`src/tfd_pkg.sv`:
```
// ----------------------------------------------------------------------------
// Texel format decoder package
// Format codes, the decoded pixel type and channel widening helpers.
// ----------------------------------------------------------------------------
`timescale 1ns / 1ps
`default_nettype none

package tfd_pkg;

  localparam int TexelWidth   = 32;
  localparam int ChannelWidth = 8;
  localparam int FormatWidth  = 4;
  localparam int AddrWidth    = 3;
  localparam int DataWidth    = 32;

  localparam logic [FormatWidth-1:0] FMT_RGBA8  = 4'd0;
  localparam logic [FormatWidth-1:0] FMT_RGB8   = 4'd1;
  localparam logic [FormatWidth-1:0] FMT_RGB5A1 = 4'd2;
  localparam logic [FormatWidth-1:0] FMT_RGB565 = 4'd3;
  localparam logic [FormatWidth-1:0] FMT_RGBA4  = 4'd4;
  localparam logic [FormatWidth-1:0] FMT_IA8    = 4'd5;
  localparam logic [FormatWidth-1:0] FMT_I8     = 4'd6;
  localparam logic [FormatWidth-1:0] FMT_A8     = 4'd7;
  localparam logic [FormatWidth-1:0] FMT_IA4    = 4'd8;

  localparam logic [0:0] REG_TEXEL_FORMAT = 1'b0;

  localparam logic [ChannelWidth-1:0] CHAN_MAX  = 8'hFF;
  localparam logic [ChannelWidth-1:0] CHAN_ZERO = 8'h00;

  typedef struct packed {
    logic [ChannelWidth-1:0] red;
    logic [ChannelWidth-1:0] green;
    logic [ChannelWidth-1:0] blue;
    logic [ChannelWidth-1:0] alpha;
    logic                    format_error;
  } pixel_t;

  function automatic logic [ChannelWidth-1:0] widen5(input logic [4:0] v);
    widen5 = {v, v[4:2]};
  endfunction

  function automatic logic [ChannelWidth-1:0] widen6(input logic [5:0] v);
    widen6 = {v, v[5:4]};
  endfunction

  function automatic logic [ChannelWidth-1:0] widen4(input logic [3:0] v);
    widen4 = {v, v};
  endfunction

  function automatic logic [ChannelWidth-1:0] widen1(input logic v);
    widen1 = v ? CHAN_MAX : CHAN_ZERO;
  endfunction

endpackage

`default_nettype wire

```
`src/tfd_regs.sv`:
```
// ----------------------------------------------------------------------------
// Texel format decoder configuration registers
// APB-style register port holding the texel format code.
// ----------------------------------------------------------------------------
`timescale 1ns / 1ps
`default_nettype none

module tfd_regs (
  input  wire logic                         clk,
  input  wire logic                         rst,
  input  wire logic                         psel,
  input  wire logic                         penable,
  input  wire logic                         pwrite,
  input  wire logic [tfd_pkg::AddrWidth-1:0]   paddr,
  input  wire logic [tfd_pkg::DataWidth-1:0]   pwdata,
  output logic      [tfd_pkg::DataWidth-1:0]   prdata,
  output logic                              pready,
  output logic      [tfd_pkg::FormatWidth-1:0] texel_format
);
  import tfd_pkg::*;

  logic wr_en;

  assign pready = 1'b1;
  assign wr_en  = psel && penable && pwrite && pready && (paddr[2] == REG_TEXEL_FORMAT);

  always_ff @(posedge clk) begin
    if (rst) begin
      texel_format <= FMT_RGBA8;
    end else if (wr_en) begin
      texel_format <= pwdata[FormatWidth-1:0];
    end
  end

  always_comb begin
    prdata = '0;
    if (paddr[2] == REG_TEXEL_FORMAT) begin
      prdata[FormatWidth-1:0] = texel_format;
    end
  end

endmodule

`default_nettype wire

```
`src/tfd_decode.sv`:
```
// ----------------------------------------------------------------------------
// Texel format decoder datapath
// Selects and widens the channel fields of one raw texel for the given format.
// ----------------------------------------------------------------------------
`timescale 1ns / 1ps
`default_nettype none

module tfd_decode (
  input  wire logic [tfd_pkg::TexelWidth-1:0]  texel,
  input  wire logic [tfd_pkg::FormatWidth-1:0] format,
  output tfd_pkg::pixel_t                       pixel
);
  import tfd_pkg::*;

  logic [7:0]  b0;
  logic [7:0]  b1;
  logic [7:0]  b2;
  logic [7:0]  b3;
  logic [15:0] h;
  logic [7:0]  ia4_i;

  assign b0    = texel[7:0];
  assign b1    = texel[15:8];
  assign b2    = texel[23:16];
  assign b3    = texel[31:24];
  assign h     = texel[15:0];
  assign ia4_i = {b0[7:4], 4'h0};

  always_comb begin
    pixel = '0;
    unique case (format)
      FMT_RGBA8: begin
        pixel.red = b3; pixel.green = b2; pixel.blue = b1; pixel.alpha = b0;
      end
      FMT_RGB8: begin
        pixel.red = b2; pixel.green = b1; pixel.blue = b0; pixel.alpha = CHAN_MAX;
      end
      FMT_RGB5A1: begin
        pixel.red   = widen5(h[15:11]);
        pixel.green = widen5(h[10:6]);
        pixel.blue  = widen5(h[5:1]);
        pixel.alpha = widen1(h[0]);
      end
      FMT_RGB565: begin
        pixel.red   = widen5(h[15:11]);
        pixel.green = widen6(h[10:5]);
        pixel.blue  = widen5(h[4:0]);
        pixel.alpha = CHAN_MAX;
      end
      FMT_RGBA4: begin
        pixel.red   = widen4(h[15:12]);
        pixel.green = widen4(h[11:8]);
        pixel.blue  = widen4(h[7:4]);
        pixel.alpha = widen4(h[3:0]);
      end
      FMT_IA8: begin
        pixel.red = b0; pixel.green = b0; pixel.blue = b0; pixel.alpha = b1;
      end
      FMT_I8: begin
        pixel.red = b0; pixel.green = b0; pixel.blue = b0; pixel.alpha = CHAN_MAX;
      end
      FMT_A8: begin
        pixel.alpha = b0;
      end
      FMT_IA4: begin
        pixel.red   = ia4_i;
        pixel.green = ia4_i;
        pixel.blue  = ia4_i;
        pixel.alpha = {b0[3:0], 4'h0};
      end
      default: begin
        pixel.format_error = 1'b1;
      end
    endcase
  end

endmodule

`default_nettype wire

```
`src/texel_format_decoder_unit.sv`:
```
// ----------------------------------------------------------------------------
// Texel format decoder unit
// Decodes one raw texel per word into 8-bit red, green, blue and alpha.
// ----------------------------------------------------------------------------
// The unit accepts one texel word every cycle while in_stall is low and
// returns its decoded pixel through one input register and one output
// register, with the decode logic between them. Throughput is one word per
// cycle as long as the output side is not stalled; out_stall reaches
// in_stall only when both registers hold words. The texel format is set
// through the register port and must be written while no words are in
// flight. An unknown format code returns zero channels with format_error set.
`timescale 1ns / 1ps
`default_nettype none

module texel_format_decoder_unit (
  input  wire logic                               clk,
  input  wire logic                               rst,
  input  wire logic                               psel,
  input  wire logic                               penable,
  input  wire logic                               pwrite,
  input  wire logic [tfd_pkg::AddrWidth-1:0]      paddr,
  input  wire logic [tfd_pkg::DataWidth-1:0]      pwdata,
  output logic      [tfd_pkg::DataWidth-1:0]      prdata,
  output logic                                    pready,
  input  wire logic                               in_valid,
  output logic                                    in_stall,
  input  wire logic [tfd_pkg::TexelWidth-1:0]     texel_bytes,
  output logic                                    out_valid,
  input  wire logic                               out_stall,
  output logic      [tfd_pkg::ChannelWidth-1:0]   red,
  output logic      [tfd_pkg::ChannelWidth-1:0]   green,
  output logic      [tfd_pkg::ChannelWidth-1:0]   blue,
  output logic      [tfd_pkg::ChannelWidth-1:0]   alpha,
  output logic                                    format_error
);
  import tfd_pkg::*;

  logic [FormatWidth-1:0] texel_format;
  logic                   stage_valid;
  logic [TexelWidth-1:0]  stage_texel;
  logic                   out_free;
  pixel_t                 pixel;

  tfd_regs u_regs (
    .clk          (clk),
    .rst          (rst),
    .psel         (psel),
    .penable      (penable),
    .pwrite       (pwrite),
    .paddr        (paddr),
    .pwdata       (pwdata),
    .prdata       (prdata),
    .pready       (pready),
    .texel_format (texel_format)
  );

  tfd_decode u_decode (
    .texel  (stage_texel),
    .format (texel_format),
    .pixel  (pixel)
  );

  assign out_free = !(out_valid && out_stall);
  assign in_stall = stage_valid && !out_free;

  always_ff @(posedge clk) begin
    if (rst) begin
      stage_valid <= 1'b0;
    end else if (!in_stall) begin
      stage_valid <= in_valid;
    end
  end

  always_ff @(posedge clk) begin
    if (in_valid && !in_stall) begin
      stage_texel <= texel_bytes;
    end
  end

  always_ff @(posedge clk) begin
    if (rst) begin
      out_valid <= 1'b0;
    end else if (out_free) begin
      out_valid <= stage_valid;
    end
  end

  always_ff @(posedge clk) begin
    if (stage_valid && out_free) begin
      red          <= pixel.red;
      green        <= pixel.green;
      blue         <= pixel.blue;
      alpha        <= pixel.alpha;
      format_error <= pixel.format_error;
    end
  end

endmodule

`default_nettype wire

```
`config.mk`:
```
export PLATFORM = sky130hd
export DESIGN_NAME = texel_format_decoder_unit
export DESIGN_NICKNAME = d
export VERILOG_FILES = /design/src/tfd_pkg.sv /design/src/tfd_regs.sv /design/src/tfd_decode.sv /design/src/texel_format_decoder_unit.sv
export SDC_FILE = /design/constraint.sdc
export NUM_CORES = 1
export LEC_CHECK = 0
export BUFFER_PORTS_ARGS = -buffer_cell sky130_fd_sc_hd__buf_2
export CORE_ASPECT_RATIO = 1.2
export CORE_UTILIZATION = 39
export DETAILED_ROUTE_END_ITERATION = 12
export GPL_TIMING_DRIVEN = 0
export PLACE_DENSITY = 0.66
export SETUP_SLACK_MARGIN = 0.05
export SLEW_MARGIN = 20
export SYNTH_ARGS = -nofsm -noshare
export SYNTH_HDL_FRONTEND = slang
export SYNTH_SLANG_ARGS = --single-unit
```
`constraint.sdc`:
```
create_clock -name clk -period 5.1 [get_ports clk]
set_input_delay 0.255 -clock clk [delete_from_list [all_inputs] [get_ports clk]]
set_output_delay 0.255 -clock clk [all_outputs]
set_load 0.1 [all_outputs]
```
# Word-level counts from Yosys, hierarchy flattened
# Index checks and enable logic that the tools add are counted.
# op_classes
add_sub_neg	0
multipliers	0
div_mod_pow	0
magnitude_cmp	0
n_eq_ne	8
n_shift	0
mux	5
bitwise_logic	1
reduce_logical	14
# ops
cell	count
case mux 24 bit (7 select lines)	1
case mux 8 bit (6 select lines)	1
== test 4 x 3 -> 1 bit, second input constant	4
OR reduction 9 bit	1
== test 4 x 2 -> 1 bit, second input constant	2
two-way mux 8 bit	1
logical AND 1 bit	7
== test 4 x 1 -> 1 bit, second input constant	1
== test 4 bit, second input constant	1
logical NOT 4 bit	1
two-way mux 4 bit	1
OR reduction 2 bit	2
OR reduction 3 bit	1
logical NOT 1 bit	2
two-way mux 1 bit	1
NOT 1 bit	1
# totals
register_bits	71
latchBits	0
ramBits	0
mem_bits_ro	0
inputBits	74
out_inout_bits	68
elab_cells	37
mem_count	0

# Longest topological paths before layout
# depth
word_depth	4
ltp_mapped	6
depth_no_buf	4

# Hierarchy
# From an unflattened synthesis, not the netlist that was laid out.
# hier_totals
cells_unflattened	332
hier_area_um2	3965.1
# by_module_without_submodules
mod	instances	cells_per_inst	area_each_um2	seq_area_each_um2
texel_format_decoder_unit	1	75	2038.2	1991.9
tfd_decode	1	204	1475.2	0.0
tfd_regs	1	53	451.7	80.1

# Least setup slack after synthesis
# Ideal clock, no wire load.
# synth_path
kind	register -> register
from	register out_valid
to	register alpha[0] in the netlist's numbering (enable)
arrival_time_ns	3.234
t_required_ns	4.626
slack_ns	1.392
stages_incl_launch_ff	2
path_cell_list	dfxtp_1 a21boi_0
# synth_between
elab_chain_len	3
# synth_lines
element	line	text
from (decl)	texel_format_decoder_unit.sv:28	output logic out_valid,
from (signal assigned)	texel_format_decoder_unit.sv:84	out_valid <= stage_valid;
logical AND 1 bit	texel_format_decoder_unit.sv:63	assign out_free = !(out_valid && out_stall);
logical NOT 1 bit	texel_format_decoder_unit.sv:63	
logical AND 1 bit	texel_format_decoder_unit.sv:89	if (stage_valid && out_free) begin
to (signal assigned)	texel_format_decoder_unit.sv:93	alpha <= pixel.alpha;
to (decl)	texel_format_decoder_unit.sv:33	output logic [tfd_pkg::ChannelWidth-1:0] alpha,
# Every way passes these cells.
# A chain may end at the register's enable or synchronous reset.

# Worst setup path after layout
# layout_path
from	register u_regs.texel_format[3] in the netlist's numbering
to	output prdata[3] in the netlist's numbering
# layout_between
elab_chain_len	1
# layout_lines
element	line	text
from (decl)	tfd_regs.sv:18	output logic [tfd_pkg::FormatWidth-1:0] texel_format
from (signal assigned)	tfd_regs.sv:31	texel_format <= pwdata[FormatWidth-1:0];
two-way mux 4 bit	tfd_regs.sv:37	if (paddr[2] == REG_TEXEL_FORMAT) begin
to (decl)	texel_format_decoder_unit.sv:23	output logic [tfd_pkg::DataWidth-1:0] prdata,
# Every way passes these cells.

==> results.tsv <==
metric	value	unit
status	finished, final reports clean	
Power Density	320	nW/um2
R2R Path End	blue[2]	
CTS clk-pin slew, worst paths	0.07	ns
fin area	4500	um2
clk buf depth	2	
die area	9600	um2
total track usage	0.200	
syn avg cell area	12.4	um2
die width	89.6	um
maximum vdd drop	0.142	mV
Synth top area share	0.543	
number of I/O pins	142	
vias per cell	5.28	
ANT nets after route	0	
layout cell share with drive strength beyond 1	0.376	
Post-CTS Setup Bufs	0	
Core Area	8990	um2
Layout area overhead	25.2	%
leakage	1.90	nW
synthesis warning total	0	
Vias	2834	
DR WL met2	4520	um
Rel. slew slack	0.538	
Core Rows	38	
critical path class	register to output port	
# fillers	833	
ys async rst share	0	
Tot Pwr	1.44	mW
initial antenna violation count	0	
final cell count without fillers	537	
Setup TNS	0	ns
RSZ-0062 raised after global routing	false	
largest net degree at the start of global routing	25	
PostCTS Resize Cnt	0	
largest area contributor in the netlist	edfxtp_1	
top-count cell post-synth	edfxtp_1	
Final Slew Violations	0	
vias in the first global route	2602	
delay-heaviest family, CP	buffers and inverters	
DRT Pass-1 Iters	6	
Setup WS pre-CTS	3.30	ns
Die Ht	107	um
DRT Wirelength	9220	um
Sink Count	71	
IO Port Bufs	82	
sequential area share after synthesis	0.577	
hold_buf cts	0	
Slowest-stage cell, CP	clkbuf_1	
max incr delay on CP	0.47	ns
CP Depth	4	
hold path depth	1	
grt ovf	0	
Post-DP Area	4330	um2
max-cap violations	0	
Synth Cell Area	3590	um2
post-synthesis instance total	290	
Slew @ Worst Pin	0.689	ns
Area contributors post-synth	edfxtp_1 (54%), buf_4 (6.5%), a221o_1 (3.3%)	
Final Hold Fails	0	
Reg2Reg Launch Point	u_regs.texel_format[3]	
Max Used Layer	met4	
DR WL met3	613	um
DRT met1 WL	3790	um
HP Class	primary input to register	
total placed cells including tap cells	521	
CTS tree	done	
first-pass GRT wire length	13900	um
crit path buf inv count	3	
DR DRC count	0	
fin nets	486	
Util after Layout	0.501	
dominant synthesized flop cell	edfxtp_1	
Synth cell types	47	
Clock Skew	0.00679	ns
Starting Density	0.400	
worst hold slack	0.0751	ns
reg2reg setup slack	3.33	ns
Placer Congestion	0.933	
#FFs+latches synth	71	
critical path startpoint category	register	
Final period util	0.424	
Ant. Diodes	0	
Avg WL per Cell	17.2	um
CTS Buf Count	9	
worst-case reg-to-reg path depth	4	
Worst EP required	4.85	ns
CTS root buffer	clkbuf_8	
Setup Viol. Count Final	0	
Fmax	0.463	GHz
hold path startpoint	texel_bytes[26]	
WP data arrival	1.91	ns
CTS H-Tree Depth	3	
CP Capture Type	output port	
hold endpoint	stage_texel[26]	
Post-synth EDFFs	65	
DP HPWL	6870	um
Worst-Skew Late Latency	0.35	ns
commonest cells in the netlist	edfxtp_1 (65), buf_4 (31), nand2_1 (20), nor2_1 (20)	
crit-path max FO	10	
Tmin final	2.16	ns
initial drt markers	326	
critical-path cell list	buf_4, clkbuf_1, nor2b_1, buf_2	
Final WS setup	2.94	ns
-- cell type report --
cell class / instances / area (um2) / area share
inverters: 7 / 26.3 / 0.00584
flip-flops and latches: 71 / 2070 / 0.460
multi-input cells: 195 / 1300 / 0.289
well taps: 120 / 150 / 0.0334
clock buffers: 15 / 166 / 0.0370
plain buffers: 44 / 313 / 0.0695
repair buffers: 84 / 465 / 0.103
clock inverters: 1 / 5.00 / 0.00111
-- metal layers --
| metal | GRT usage | vias up |
|---|---|---|
| met3 | 0.0331 | 24 |
| li1 | - | 1312 |
| met2 | 0.322 | 151 |
| met4 | 0.107 | 0 |
| met1 | 0.254 | 1347 |
| met5 | 0 | - |
-- state kept, by name, summed over array words and instances, names as in the netlist --
| register | count |
|---|---|
| stage_texel | 32 |
| alpha | 8 |
| blue | 8 |
| green | 8 |
| red | 8 |
| u_regs.texel_format | 4 |
| format_error | 1 |
| out_valid | 1 |
| stage_valid | 1 |
-- placed cells by master, fill, tap and decap left out, drive strengths merged, types with 4 or more instances in the layout --
cell    netlist  final
a21boi        4      4
a21oi        12     12
a221o        12     12
a222oi        5      5
a22oi        12     12
and3          5      5
buf          41    125
clkbuf        3     18
conb          2     29
dfxtp         6      6
edfxtp       65     65
inv           7      7
mux2          7      7
mux2i        11     11
nand2        21     21
nor2         20     20
nor2b         7      7
o211ai        5      5
o21ai         8      8
o221ai        8      8
-- worst max-delay path by stage --
stage	start	to	slack, ns
2_1_floorplan	out_valid	alpha[0]	1.39
3_3_place_gp	out_stall	red[1]	0.67
3_5_place_dp	u_regs.texel_format[3]	prdata[3]	3.30
4_1_cts	u_regs.texel_format[3]	prdata[3]	2.93
5_1_grt	u_regs.texel_format[3]	prdata[3]	2.84
6_report	u_regs.texel_format[3]	prdata[3]	2.94
-- power by group --
part / switching, mW / internal [mW] / leakage, nW
Sequential: 0.0248 / 0.676 / 0.672
Combinational: 0.268 / 0.0781 / 1.14
Clock: 0.192 / 0.203 / 0.0877
Total: 0.485 / 0.957 / 1.90
-- cell families after synthesis --
logic type	share of synthesized area
DFF	0.577
and+or+nand+nor	0.0947
muxes	0.0536
other	0.00209
buffers and inverters	0.0944
AOI/OAI and AO/OA	0.176
xor gates and xnor gates	0.00244
Note: power is estimated with default switching activity, not from simulation.
